===== src/design/tto_pkg.sv =====
`timescale 1ns / 1ps

package tto_pkg;

    // Glyph geometry: 5x7 font drawn at 2x scale on a 12 pixel pitch.
    localparam int CELL_PITCH = 12;
    localparam int GLYPH_W    = 10;
    localparam int GLYPH_H    = 14;
    localparam int PAD_X      = 5;
    localparam int PAD_Y      = 3;
    localparam int GLYPH_SPACE = 12;

    // Configuration register indexes.
    localparam int          CFG_IDX_W        = 3;
    localparam logic [2:0]  REG_BADGE_X      = 3'd0;
    localparam logic [2:0]  REG_BADGE_Y      = 3'd1;
    localparam logic [2:0]  REG_TEXT_CHARS   = 3'd2;
    localparam logic [2:0]  REG_TEXT_LENGTH  = 3'd3;
    localparam logic [2:0]  REG_IMAGE_WIDTH  = 3'd4;
    localparam logic [2:0]  REG_IMAGE_HEIGHT = 3'd5;

    localparam logic [12:0] IMAGE_WIDTH_RST  = 13'd640;
    localparam logic [12:0] IMAGE_HEIGHT_RST = 13'd480;
    localparam logic [7:0]  WHITE            = 8'hFF;

    // Rows of each glyph, MSB is the leftmost dot. Digits, colon, period, space.
    localparam logic [4:0] FONT_ROWS [0:12][0:6] = '{
        '{5'h0E, 5'h11, 5'h13, 5'h15, 5'h19, 5'h11, 5'h0E},
        '{5'h04, 5'h0C, 5'h04, 5'h04, 5'h04, 5'h04, 5'h0E},
        '{5'h0E, 5'h11, 5'h01, 5'h02, 5'h04, 5'h08, 5'h1F},
        '{5'h1E, 5'h01, 5'h01, 5'h0E, 5'h01, 5'h01, 5'h1E},
        '{5'h02, 5'h06, 5'h0A, 5'h12, 5'h1F, 5'h02, 5'h02},
        '{5'h1F, 5'h10, 5'h1E, 5'h01, 5'h01, 5'h11, 5'h0E},
        '{5'h06, 5'h08, 5'h10, 5'h1E, 5'h11, 5'h11, 5'h0E},
        '{5'h1F, 5'h01, 5'h02, 5'h04, 5'h08, 5'h08, 5'h08},
        '{5'h0E, 5'h11, 5'h11, 5'h0E, 5'h11, 5'h11, 5'h0E},
        '{5'h0E, 5'h11, 5'h11, 5'h0F, 5'h01, 5'h02, 5'h0C},
        '{5'h00, 5'h0C, 5'h0C, 5'h00, 5'h0C, 5'h0C, 5'h00},
        '{5'h00, 5'h00, 5'h00, 5'h00, 5'h00, 5'h0C, 5'h0C},
        '{5'h00, 5'h00, 5'h00, 5'h00, 5'h00, 5'h00, 5'h00}
    };

    typedef struct packed {
        logic [7:0] red;
        logic [7:0] green;
        logic [7:0] blue;
    } t_rgb;

    // Stage 1 result: box and glyph-area decisions plus the cell offsets.
    typedef struct packed {
        logic       box;
        logic       glyph;
        logic [6:0] dx;
        logic [2:0] row;
        t_rgb       rgb;
    } t_s1;

    // Stage 2 result: which glyph, which dot.
    typedef struct packed {
        logic       box;
        logic       glyph_ok;
        logic [3:0] gidx;
        logic [2:0] row;
        logic [2:0] col;
        t_rgb       rgb;
    } t_s2;

    function automatic logic [3:0] glyph_of(input logic [7:0] code);
        logic [3:0] g;
        if (code >= 8'h30 && code <= 8'h39) begin
            g = 4'(code - 8'h30);
        end else if (code == 8'h3A) begin
            g = 4'd10;
        end else if (code == 8'h2E) begin
            g = 4'd11;
        end else begin
            g = 4'(GLYPH_SPACE);
        end
        return g;
    endfunction

    function automatic logic [4:0] font_row(input logic [3:0] gidx, input logic [2:0] row);
        logic [4:0] bits;
        if (gidx <= 4'(GLYPH_SPACE) && row <= 3'd6) begin
            bits = FONT_ROWS[gidx][row];
        end else begin
            bits = 5'd0;
        end
        return bits;
    endfunction

    // (v * 3) / 16 without a multiplier.
    function automatic logic [7:0] dim(input logic [7:0] v);
        logic [9:0] s;
        s = {2'b00, v} + {1'b0, v, 1'b0};
        return 8'(s >> 4);
    endfunction

endpackage


===== src/design/tto_pix_if.sv =====
`timescale 1ns / 1ps

interface tto_pix_if;
    logic        valid;
    logic        ready;
    logic [11:0] pixel_x;
    logic [11:0] pixel_y;
    logic [7:0]  in_red;
    logic [7:0]  in_green;
    logic [7:0]  in_blue;

    modport source (output valid, pixel_x, pixel_y, in_red, in_green, in_blue, input ready);
    modport sink   (input valid, pixel_x, pixel_y, in_red, in_green, in_blue, output ready);
endinterface


===== src/design/tto_rgb_if.sv =====
`timescale 1ns / 1ps

interface tto_rgb_if;
    logic       valid;
    logic       ready;
    logic [7:0] out_red;
    logic [7:0] out_green;
    logic [7:0] out_blue;

    modport source (output valid, out_red, out_green, out_blue, input ready);
    modport sink   (input valid, out_red, out_green, out_blue, output ready);
endinterface


===== src/design/tto_geom.sv =====
`timescale 1ns / 1ps

module tto_geom (
    input  logic               i_clk,
    input  logic               i_rst_n,
    input  logic               i_valid,
    output logic               o_ready,
    input  logic [11:0]        i_px,
    input  logic [11:0]        i_py,
    input  tto_pkg::t_rgb      i_rgb,
    input  logic signed [12:0] i_badge_x,
    input  logic signed [12:0] i_badge_y,
    input  logic [3:0]         i_len,
    input  logic [12:0]        i_width,
    input  logic [12:0]        i_height,
    output logic               o_valid,
    input  logic               i_ready,
    output tto_pkg::t_s1       o_s1
);
    import tto_pkg::*;

    localparam logic signed [14:0] X_LO = -15'(PAD_X);
    localparam logic signed [14:0] Y_LO = -15'(PAD_Y);
    localparam logic signed [14:0] Y_HI = 15'(GLYPH_H + PAD_Y);

    logic               r_valid;
    t_s1                r_s1;
    t_s1                n_s1;
    logic signed [14:0] dx;
    logic signed [14:0] dy;
    logic signed [14:0] span;
    logic [6:0]         pitch;
    logic               en;

    assign o_ready = !r_valid || i_ready;
    assign o_valid = r_valid;
    assign o_s1    = r_s1;

    always_comb begin
        pitch = 7'(i_len) * 7'(CELL_PITCH);
        span  = $signed({8'b0, pitch});
        dx    = $signed({3'b000, i_px}) - 15'(i_badge_x);
        dy    = $signed({3'b000, i_py}) - 15'(i_badge_y);
        en    = (i_len != 4'd0) && (i_width != 13'd0) && (i_height != 13'd0)
                && ({1'b0, i_px} < i_width) && ({1'b0, i_py} < i_height);

        n_s1.box   = en && (dx >= X_LO) && (dx <= span + 15'(PAD_X))
                     && (dy >= Y_LO) && (dy <= Y_HI);
        n_s1.glyph = en && !dx[14] && (dx < span) && !dy[14] && (dy < 15'(GLYPH_H));
        n_s1.dx    = dx[6:0];
        n_s1.row   = dy[3:1];
        n_s1.rgb   = i_rgb;
    end

    always_ff @(posedge i_clk) begin
        if (!i_rst_n) begin
            r_valid <= 1'b0;
        end else if (o_ready) begin
            r_valid <= i_valid;
        end
    end

    always_ff @(posedge i_clk) begin
        if (o_ready && i_valid) begin
            r_s1 <= n_s1;
        end
    end

endmodule


===== src/design/tto_cell.sv =====
`timescale 1ns / 1ps

module tto_cell #(
    parameter int MAX_CHARS = 8
) (
    input  logic                   i_clk,
    input  logic                   i_rst_n,
    input  logic                   i_valid,
    output logic                   o_ready,
    input  tto_pkg::t_s1           i_s1,
    input  logic [MAX_CHARS*8-1:0] i_chars,
    output logic                   o_valid,
    input  logic                   i_ready,
    output tto_pkg::t_s2           o_s2
);
    import tto_pkg::*;

    logic       r_valid;
    t_s2        r_s2;
    t_s2        n_s2;
    logic [8:0] prod;
    logic [2:0] ci;
    logic [6:0] off;
    logic [7:0] code;

    assign o_ready = !r_valid || i_ready;
    assign o_valid = r_valid;
    assign o_s2    = r_s2;

    always_comb begin
        // dx / 12 for dx below 96: (dx / 4) * 11 / 32 is exact in that range.
        prod = 9'(i_s1.dx[6:2]) * 9'd11;
        ci   = prod[7:5];
        off  = i_s1.dx - 7'(ci) * 7'(CELL_PITCH);
        code = 8'd0;
        for (int k = 0; k < MAX_CHARS; k++) begin
            if (ci == 3'(k)) begin
                code = i_chars[k*8 +: 8];
            end
        end
        n_s2.box      = i_s1.box;
        n_s2.glyph_ok = i_s1.glyph && (off < 7'(GLYPH_W));
        n_s2.gidx     = glyph_of(code);
        n_s2.row      = i_s1.row;
        n_s2.col      = off[3:1];
        n_s2.rgb      = i_s1.rgb;
    end

    always_ff @(posedge i_clk) begin
        if (!i_rst_n) begin
            r_valid <= 1'b0;
        end else if (o_ready) begin
            r_valid <= i_valid;
        end
    end

    always_ff @(posedge i_clk) begin
        if (o_ready && i_valid) begin
            r_s2 <= n_s2;
        end
    end

endmodule


===== src/design/tto_shade.sv =====
`timescale 1ns / 1ps

module tto_shade (
    input  logic          i_clk,
    input  logic          i_rst_n,
    input  logic          i_valid,
    output logic          o_ready,
    input  tto_pkg::t_s2  i_s2,
    output logic          o_valid,
    input  logic          i_ready,
    output tto_pkg::t_rgb o_rgb
);
    import tto_pkg::*;

    logic       r_valid;
    t_rgb       r_rgb;
    t_rgb       n_rgb;
    logic [7:0] dots;
    logic       lit;

    assign o_ready = !r_valid || i_ready;
    assign o_valid = r_valid;
    assign o_rgb   = r_rgb;

    always_comb begin
        dots = {3'b000, font_row(i_s2.gidx, i_s2.row)};
        lit  = i_s2.glyph_ok && dots[3'd4 - i_s2.col];
        if (lit) begin
            n_rgb = '{red: WHITE, green: WHITE, blue: WHITE};
        end else if (i_s2.box) begin
            n_rgb.red   = dim(i_s2.rgb.red);
            n_rgb.green = dim(i_s2.rgb.green);
            n_rgb.blue  = dim(i_s2.rgb.blue);
        end else begin
            n_rgb = i_s2.rgb;
        end
    end

    always_ff @(posedge i_clk) begin
        if (!i_rst_n) begin
            r_valid <= 1'b0;
        end else if (o_ready) begin
            r_valid <= i_valid;
        end
    end

    always_ff @(posedge i_clk) begin
        if (o_ready && i_valid) begin
            r_rgb <= n_rgb;
        end
    end

endmodule


===== src/design/timecode_text_overlay.sv =====
`timescale 1ns / 1ps

// Text badge overlay for a pixel stream. Each request carries one pixel with
// its position; the block returns the same pixel dimmed to 3/16 when it lies
// in the padded box around the text, white when it lands on a lit dot of the
// 2x scaled 5x7 font (digits, colon, period, anything else blank), and
// untouched otherwise. It takes one pixel on every clock unless a stalled
// output has backed up to the input. It has three register stages (position
// compare, character cell decode, font lookup and shading). Each stage holds
// its own valid bit and moves forward whenever the stage after it is empty
// or being drained, so bubbles close up and a stalled output only holds back
// the pixels behind it. The user must write registers through the plain write
// port only while no pixels are in flight; the block does not enforce it.

module timecode_text_overlay #(
    parameter int MAX_CHARS = 8
) (
    input  logic                       i_clk,
    input  logic                       i_rst_n,
    tto_pix_if.sink                    i_pix,
    tto_rgb_if.source                  o_rgb,
    input  logic                       i_cfg_we,
    input  logic [tto_pkg::CFG_IDX_W-1:0] i_cfg_idx,
    input  logic [63:0]                i_cfg_data
);
    import tto_pkg::*;

    // Configuration registers.
    logic signed [12:0]     r_badge_x;
    logic signed [12:0]     r_badge_y;
    logic [MAX_CHARS*8-1:0] r_text_chars;
    logic [3:0]             r_text_length;
    logic [12:0]            r_image_width;
    logic [12:0]            r_image_height;

    logic [3:0] eff_len;
    t_rgb       in_rgb;
    t_rgb       out_rgb;
    t_s1        s1;
    t_s2        s2;
    logic       s1_valid;
    logic       s1_ready;
    logic       s2_valid;
    logic       s2_ready;

    always_ff @(posedge i_clk) begin
        if (!i_rst_n) begin
            r_badge_x      <= '0;
            r_badge_y      <= '0;
            r_text_chars   <= '0;
            r_text_length  <= '0;
            r_image_width  <= IMAGE_WIDTH_RST;
            r_image_height <= IMAGE_HEIGHT_RST;
        end else if (i_cfg_we) begin
            case (i_cfg_idx)
                REG_BADGE_X:      r_badge_x      <= $signed(i_cfg_data[12:0]);
                REG_BADGE_Y:      r_badge_y      <= $signed(i_cfg_data[12:0]);
                REG_TEXT_CHARS:   r_text_chars   <= i_cfg_data[MAX_CHARS*8-1:0];
                REG_TEXT_LENGTH:  r_text_length  <= i_cfg_data[3:0];
                REG_IMAGE_WIDTH:  r_image_width  <= i_cfg_data[12:0];
                REG_IMAGE_HEIGHT: r_image_height <= i_cfg_data[12:0];
                default: begin
                end
            endcase
        end
    end

    // A length beyond the text buffer draws the whole buffer.
    assign eff_len = (r_text_length > 4'(MAX_CHARS)) ? 4'(MAX_CHARS) : r_text_length;

    assign in_rgb = '{red: i_pix.in_red, green: i_pix.in_green, blue: i_pix.in_blue};

    tto_geom u_geom (
        .i_clk     (i_clk),
        .i_rst_n   (i_rst_n),
        .i_valid   (i_pix.valid),
        .o_ready   (i_pix.ready),
        .i_px      (i_pix.pixel_x),
        .i_py      (i_pix.pixel_y),
        .i_rgb     (in_rgb),
        .i_badge_x (r_badge_x),
        .i_badge_y (r_badge_y),
        .i_len     (eff_len),
        .i_width   (r_image_width),
        .i_height  (r_image_height),
        .o_valid   (s1_valid),
        .i_ready   (s1_ready),
        .o_s1      (s1)
    );

    tto_cell #(
        .MAX_CHARS (MAX_CHARS)
    ) u_cell (
        .i_clk   (i_clk),
        .i_rst_n (i_rst_n),
        .i_valid (s1_valid),
        .o_ready (s1_ready),
        .i_s1    (s1),
        .i_chars (r_text_chars),
        .o_valid (s2_valid),
        .i_ready (s2_ready),
        .o_s2    (s2)
    );

    tto_shade u_shade (
        .i_clk   (i_clk),
        .i_rst_n (i_rst_n),
        .i_valid (s2_valid),
        .o_ready (s2_ready),
        .i_s2    (s2),
        .o_valid (o_rgb.valid),
        .i_ready (o_rgb.ready),
        .o_rgb   (out_rgb)
    );

    assign o_rgb.out_red   = out_rgb.red;
    assign o_rgb.out_green = out_rgb.green;
    assign o_rgb.out_blue  = out_rgb.blue;

endmodule


===== src/flat_wrapper.sv =====
// flat-port wrapper written by rule: the top's interface ports become plain ports
module timecode_text_overlay_flat import tto_pkg::*;
#(
    parameter int MAX_CHARS = 8
)
  (i_clk, i_rst_n, i_cfg_we, i_cfg_idx, i_cfg_data, i_pix_valid, i_pix_pixel_x, i_pix_pixel_y, i_pix_in_red, i_pix_in_green, i_pix_in_blue, i_pix_ready, o_rgb_valid, o_rgb_out_red, o_rgb_out_green, o_rgb_out_blue, o_rgb_ready);
  tto_pix_if i_pix_i ();
  tto_rgb_if o_rgb_i ();
  input  logic i_clk;
  input  logic i_rst_n;
  input  logic i_cfg_we;
  input  logic [tto_pkg::CFG_IDX_W-1:0] i_cfg_idx;
  input  logic [63:0] i_cfg_data;
  input wire logic [$bits(i_pix_i.valid)-1:0] i_pix_valid;
  input wire logic [$bits(i_pix_i.pixel_x)-1:0] i_pix_pixel_x;
  input wire logic [$bits(i_pix_i.pixel_y)-1:0] i_pix_pixel_y;
  input wire logic [$bits(i_pix_i.in_red)-1:0] i_pix_in_red;
  input wire logic [$bits(i_pix_i.in_green)-1:0] i_pix_in_green;
  input wire logic [$bits(i_pix_i.in_blue)-1:0] i_pix_in_blue;
  output wire logic [$bits(i_pix_i.ready)-1:0] i_pix_ready;
  output wire logic [$bits(o_rgb_i.valid)-1:0] o_rgb_valid;
  output wire logic [$bits(o_rgb_i.out_red)-1:0] o_rgb_out_red;
  output wire logic [$bits(o_rgb_i.out_green)-1:0] o_rgb_out_green;
  output wire logic [$bits(o_rgb_i.out_blue)-1:0] o_rgb_out_blue;
  input wire logic [$bits(o_rgb_i.ready)-1:0] o_rgb_ready;
  assign i_pix_i.valid = i_pix_valid;
  assign i_pix_i.pixel_x = i_pix_pixel_x;
  assign i_pix_i.pixel_y = i_pix_pixel_y;
  assign i_pix_i.in_red = i_pix_in_red;
  assign i_pix_i.in_green = i_pix_in_green;
  assign i_pix_i.in_blue = i_pix_in_blue;
  assign i_pix_ready = i_pix_i.ready;
  assign o_rgb_valid = o_rgb_i.valid;
  assign o_rgb_out_red = o_rgb_i.out_red;
  assign o_rgb_out_green = o_rgb_i.out_green;
  assign o_rgb_out_blue = o_rgb_i.out_blue;
  assign o_rgb_i.ready = o_rgb_ready;
  timecode_text_overlay #(.MAX_CHARS(MAX_CHARS)) u_core (.i_clk(i_clk), .i_rst_n(i_rst_n), .i_pix(i_pix_i), .o_rgb(o_rgb_i), .i_cfg_we(i_cfg_we), .i_cfg_idx(i_cfg_idx), .i_cfg_data(i_cfg_data));
endmodule

===== config.mk =====
export PLATFORM = sky130hd
export DESIGN_NAME = timecode_text_overlay_flat
export DESIGN_NICKNAME = d
export VERILOG_FILES = /design/src/design/tto_pkg.sv /design/src/design/tto_pix_if.sv /design/src/design/tto_rgb_if.sv /design/src/design/tto_geom.sv /design/src/design/tto_cell.sv /design/src/design/tto_shade.sv /design/src/design/timecode_text_overlay.sv /design/src/flat_wrapper.sv
export SDC_FILE = /design/constraint.sdc
export NUM_CORES = 1
export LEC_CHECK = 0
export BUFFER_PORTS_ARGS = -buffer_cell sky130_fd_sc_hd__buf_2
export CORE_ASPECT_RATIO = 0.5
export CORE_UTILIZATION = 30
export CTS_CLUSTER_SIZE = 8
export DETAILED_ROUTE_END_ITERATION = 16
export GPL_ROUTABILITY_DRIVEN = 0
export PLACE_DENSITY = 0.49
export SLEW_MARGIN = 20
export SYNTH_ARGS = -nofsm -noshare
export SYNTH_HDL_FRONTEND = slang
export SYNTH_SLANG_ARGS = --single-unit

===== constraint.sdc =====
create_clock -name i_clk -period 8.4 [get_ports i_clk]
set_input_delay 1.26 -clock i_clk [delete_from_list [all_inputs] [get_ports i_clk]]
set_output_delay 1.26 -clock i_clk [all_outputs]
set_load 0.05 [all_outputs]

==> results.yml <==
die:
  boundaryPins: 146
  floorplan.initialDensity: 0.3054
  die_area_um2: 43750
  design.core.area_um2: 42110
  die_width_um: 294.8
  core.rowCount: 53
  chipHeight_um: 148.4
drt:
  drt-initial-drc-count: 664
  drt_pass_1_iters: 5
  avgViaCountPerCell: 4.806
  wirelength_um: 34640
  highest_signal_layer_in_the_routed_design: "met4"
  routed_length_per_placed_instance_um: 16.18
  route.layer.met1.wl_um: 17660
  vias_after_detailed_routing: 10290
  drc: 0
  detail-route-antenna-nets: 0
  met3_wirelength_um: 1165
  wl_met2_um: 15230
timing:
  hold_violations: 0
  layout_min_cycle_time_ns: 4.853
  hold_ws_ns: 0.4074
  final_min_period_over_clock_period: 0.5777
  setup_violations: 0
  achievable-frequency_mhz: 206.1
  final.setup.tns_ns: 0
  fin_worst_skew_ns: 0.02012
  worst_slew_pin_tran_ns: 0.8027
  finalMaxSlewViolations: 0
  rsz_0062_raised_after_global_routing: "false"
  max_slew_margin: 0.4648
power:
  power.share.combinational: 0.225
  power.switching_fraction: 0.2979
  pwr-share-clk: 0.377
  internal-power_w: 0.002104
  total_leakage_power_nw: 5.759
  switching_power_w: 0.0008927
  power.share.sequential: 0.398
  worst_voltage_drop_across_the_vdd_grid_mv: 0.1476
  cellPowerDensity_nw_per_um2: 199.5
synth:
  netlist_area_um2: 12860
  synthArstFlopShare: 0
  synthCells: 1425
  netlist.area_leader.share: 0.2218
  synth.cells.most_frequent: "nand2_1 (308), dfxtp_1 (123), a21boi_0 (117)"
  synth_nets: 1659
  synth_enable_flop_cells: 95
  syn_area_per_cell_um2: 9.025
  synth.most_common_cell: "nand2_1"
  synth.ff_latch_count: 218
  yosys.cell_types.count: 77
  synth_sequential_area_ratio: 0.4133
  ys.flop_type: "dfxtp_1"
  synth.largest_area_cell: "edfxtp_1"
  ys.warnings.count: 0
  synth_top_cells_by_area: "edfxtp_1 (22%), dfxtp_1 (19%), ha_1 (11%), nand2_1 (9.0%), a21boi_0 (6.8%)"
grt:
  largest_net_degree_at_the_start_of_global_routing: 77
  grt_overflow_total: 0
  grt_pass1_vias: 9766
  grt_pass1_wl_um: 54620
  antenna_violations_before_repair: 2
  grt_util_all_layers: 0.1586
outcome:
  run_status: "finished clean"
finish:
  synthToLayoutAreaGrowth_pct: 16.81
  post_route_cells_drive_above_1_share: 0.1389
  utilization: 0.3568
  final_net_count: 1780
  layout.cells.non_filler: 2141
clock_tree:
  tritoncts: "built"
  post_cts.repair.setup_buffers: 0
  post_cts_sizing: 0
  htree_levels: 1
  cts.sinks: 218
  clock_path_buffers: 3
  clk-insertion-delay-late_ns: 0.56
  ctsHoldBuffers: 0
  clk_pin_slew_worst_paths_ns: 0.05
  total_clock_buffers_created_by_cts: 31
  clockRootBuffer: "clkbuf_16"
placed_design:
  dpl.cell_count: 2089
  port_buffers: 145
  hpwlAfterDp_um: 25020
critical_path:
  critical_path_class: "register to register"
  cp_endpoint_kind: "register"
  required_ns: 8.69
  timing.critical_path.fanout_max: 25
  critical_path.startpoint_type: "register"
  cp.arrival_ns: 5.14
job:
  max_cap_viol_count: 0
min_path:
  worstHoldPathType: "register to register"
-- through the flow --
stage	setup WS [ns]	area [um^2]	total power (W)
after floorplan	3.904	12860	0.001711
after global placement	3.645	14150	0.001889
after detailed placement	3.544	14150	0.001894
after CTS	3.532	14990	0.003045
after global routing	3.172	15020	0.003180
final	3.547	15020	0.002997
-- critical path: stages (launching register included) --
cell       delay, ns
edfxtp_1        0.43
ha_1            0.34
fa_1            0.46
ha_1            0.31
or3_1           0.33
o211a_1         0.24
xor2_1          0.23
inv_1           0.11
ha_1            0.68
nand3b_1        0.25
nand3_1         0.10
a211o_1         0.32
o2111ai_1       0.15
o221a_2         0.27
nand4b_1        0.12
nor2_1          0.15
o21bai_1        0.08
-- layout make-up --
class,count,area [um^2]
flip-flops and latches,218,5315
clock inverters,1,7.507
fillers,4401,27090
well taps,577,721.9
repair buffers,154,800.8
multi-input cells,1044,6969
diodes,2,5.005
clock buffers,48,839.6
inverters,97,364.1
-- power by group through the flow --
stage                     sequential, W  combinational (W)  clock (W)
after detailed placement        0.00122           0.000677          0
after floorplan                 0.00122           0.000490          0
final                           0.00119           0.000674    0.00113
after global routing            0.00120           0.000766    0.00121
after CTS                       0.00120           0.000680    0.00117
after global placement          0.00122           0.000672          0
-- cells by family (layout without fill, tap and decap cells) --
kind of cell               count (synthesis)  count (layout)  share of synthesized area
and+or+nand+nor                          481             481                     0.1655
AOI/OAI and AO/OA                        382             382                     0.2070
DFF                                      218             218                     0.4133
buffers and inverters                    163             300                    0.04835
adders and majority gates                114             114                     0.1138
xor gates and xnor gates                  42              42                    0.02860
muxes                                     25              25                    0.02345
other                                      0               2                          0
-- final timing paths --
path,from,end,slack (ns),cells past startpoint
worst max-delay path,u_core.u_geom.o_s1[30],u_core.u_cell.o_s2[32],3.55,16
worst min-delay path,u_core.u_geom.o_s1[18],u_core.u_cell.o_s2[18],0.41,0
worst max register to register,u_core.u_geom.o_s1[30],u_core.u_cell.o_s2[32],3.55,16
worst min register to register,u_core.u_geom.o_s1[18],u_core.u_cell.o_s2[18],0.41,0
-- layout by cell type (no fill, tap or decap), drive strengths merged, types with 20 or more instances in the layout --
cell	count
a21boi	117
a21oi	61
buf	154
clkbuf	48
dfxtp	123
edfxtp	95
ha	109
inv	97
mux2i	20
nand2	308
nand3	21
nor2	50
nor2b	21
o21ai	56
xnor2	31
-- per-layer routing --
layer  vias to the layer above  track usage
met1                      4818       0.2292
met5                         -            0
met3                        46      0.02286
met2                       164       0.2505
met4                         0      0.03229
li1                       5261            -
-- sequential cells by signal (all words and copies together) (netlist names) --
name / flops
u_core.u_shade.o_valid: 1
u_core.r_text_chars: 64
u_core.r_image_width: 13
u_core.u_geom.o_valid: 1
u_core.u_geom.o_s1: 35
u_core.r_badge_x: 13
u_core.r_badge_y: 13
u_core.r_text_length: 4
u_core.u_shade.o_rgb: 24
u_core.r_image_height: 13
u_core.u_cell.o_valid: 1
u_core.u_cell.o_s2: 36
Power figures use the tool's default switching activity.
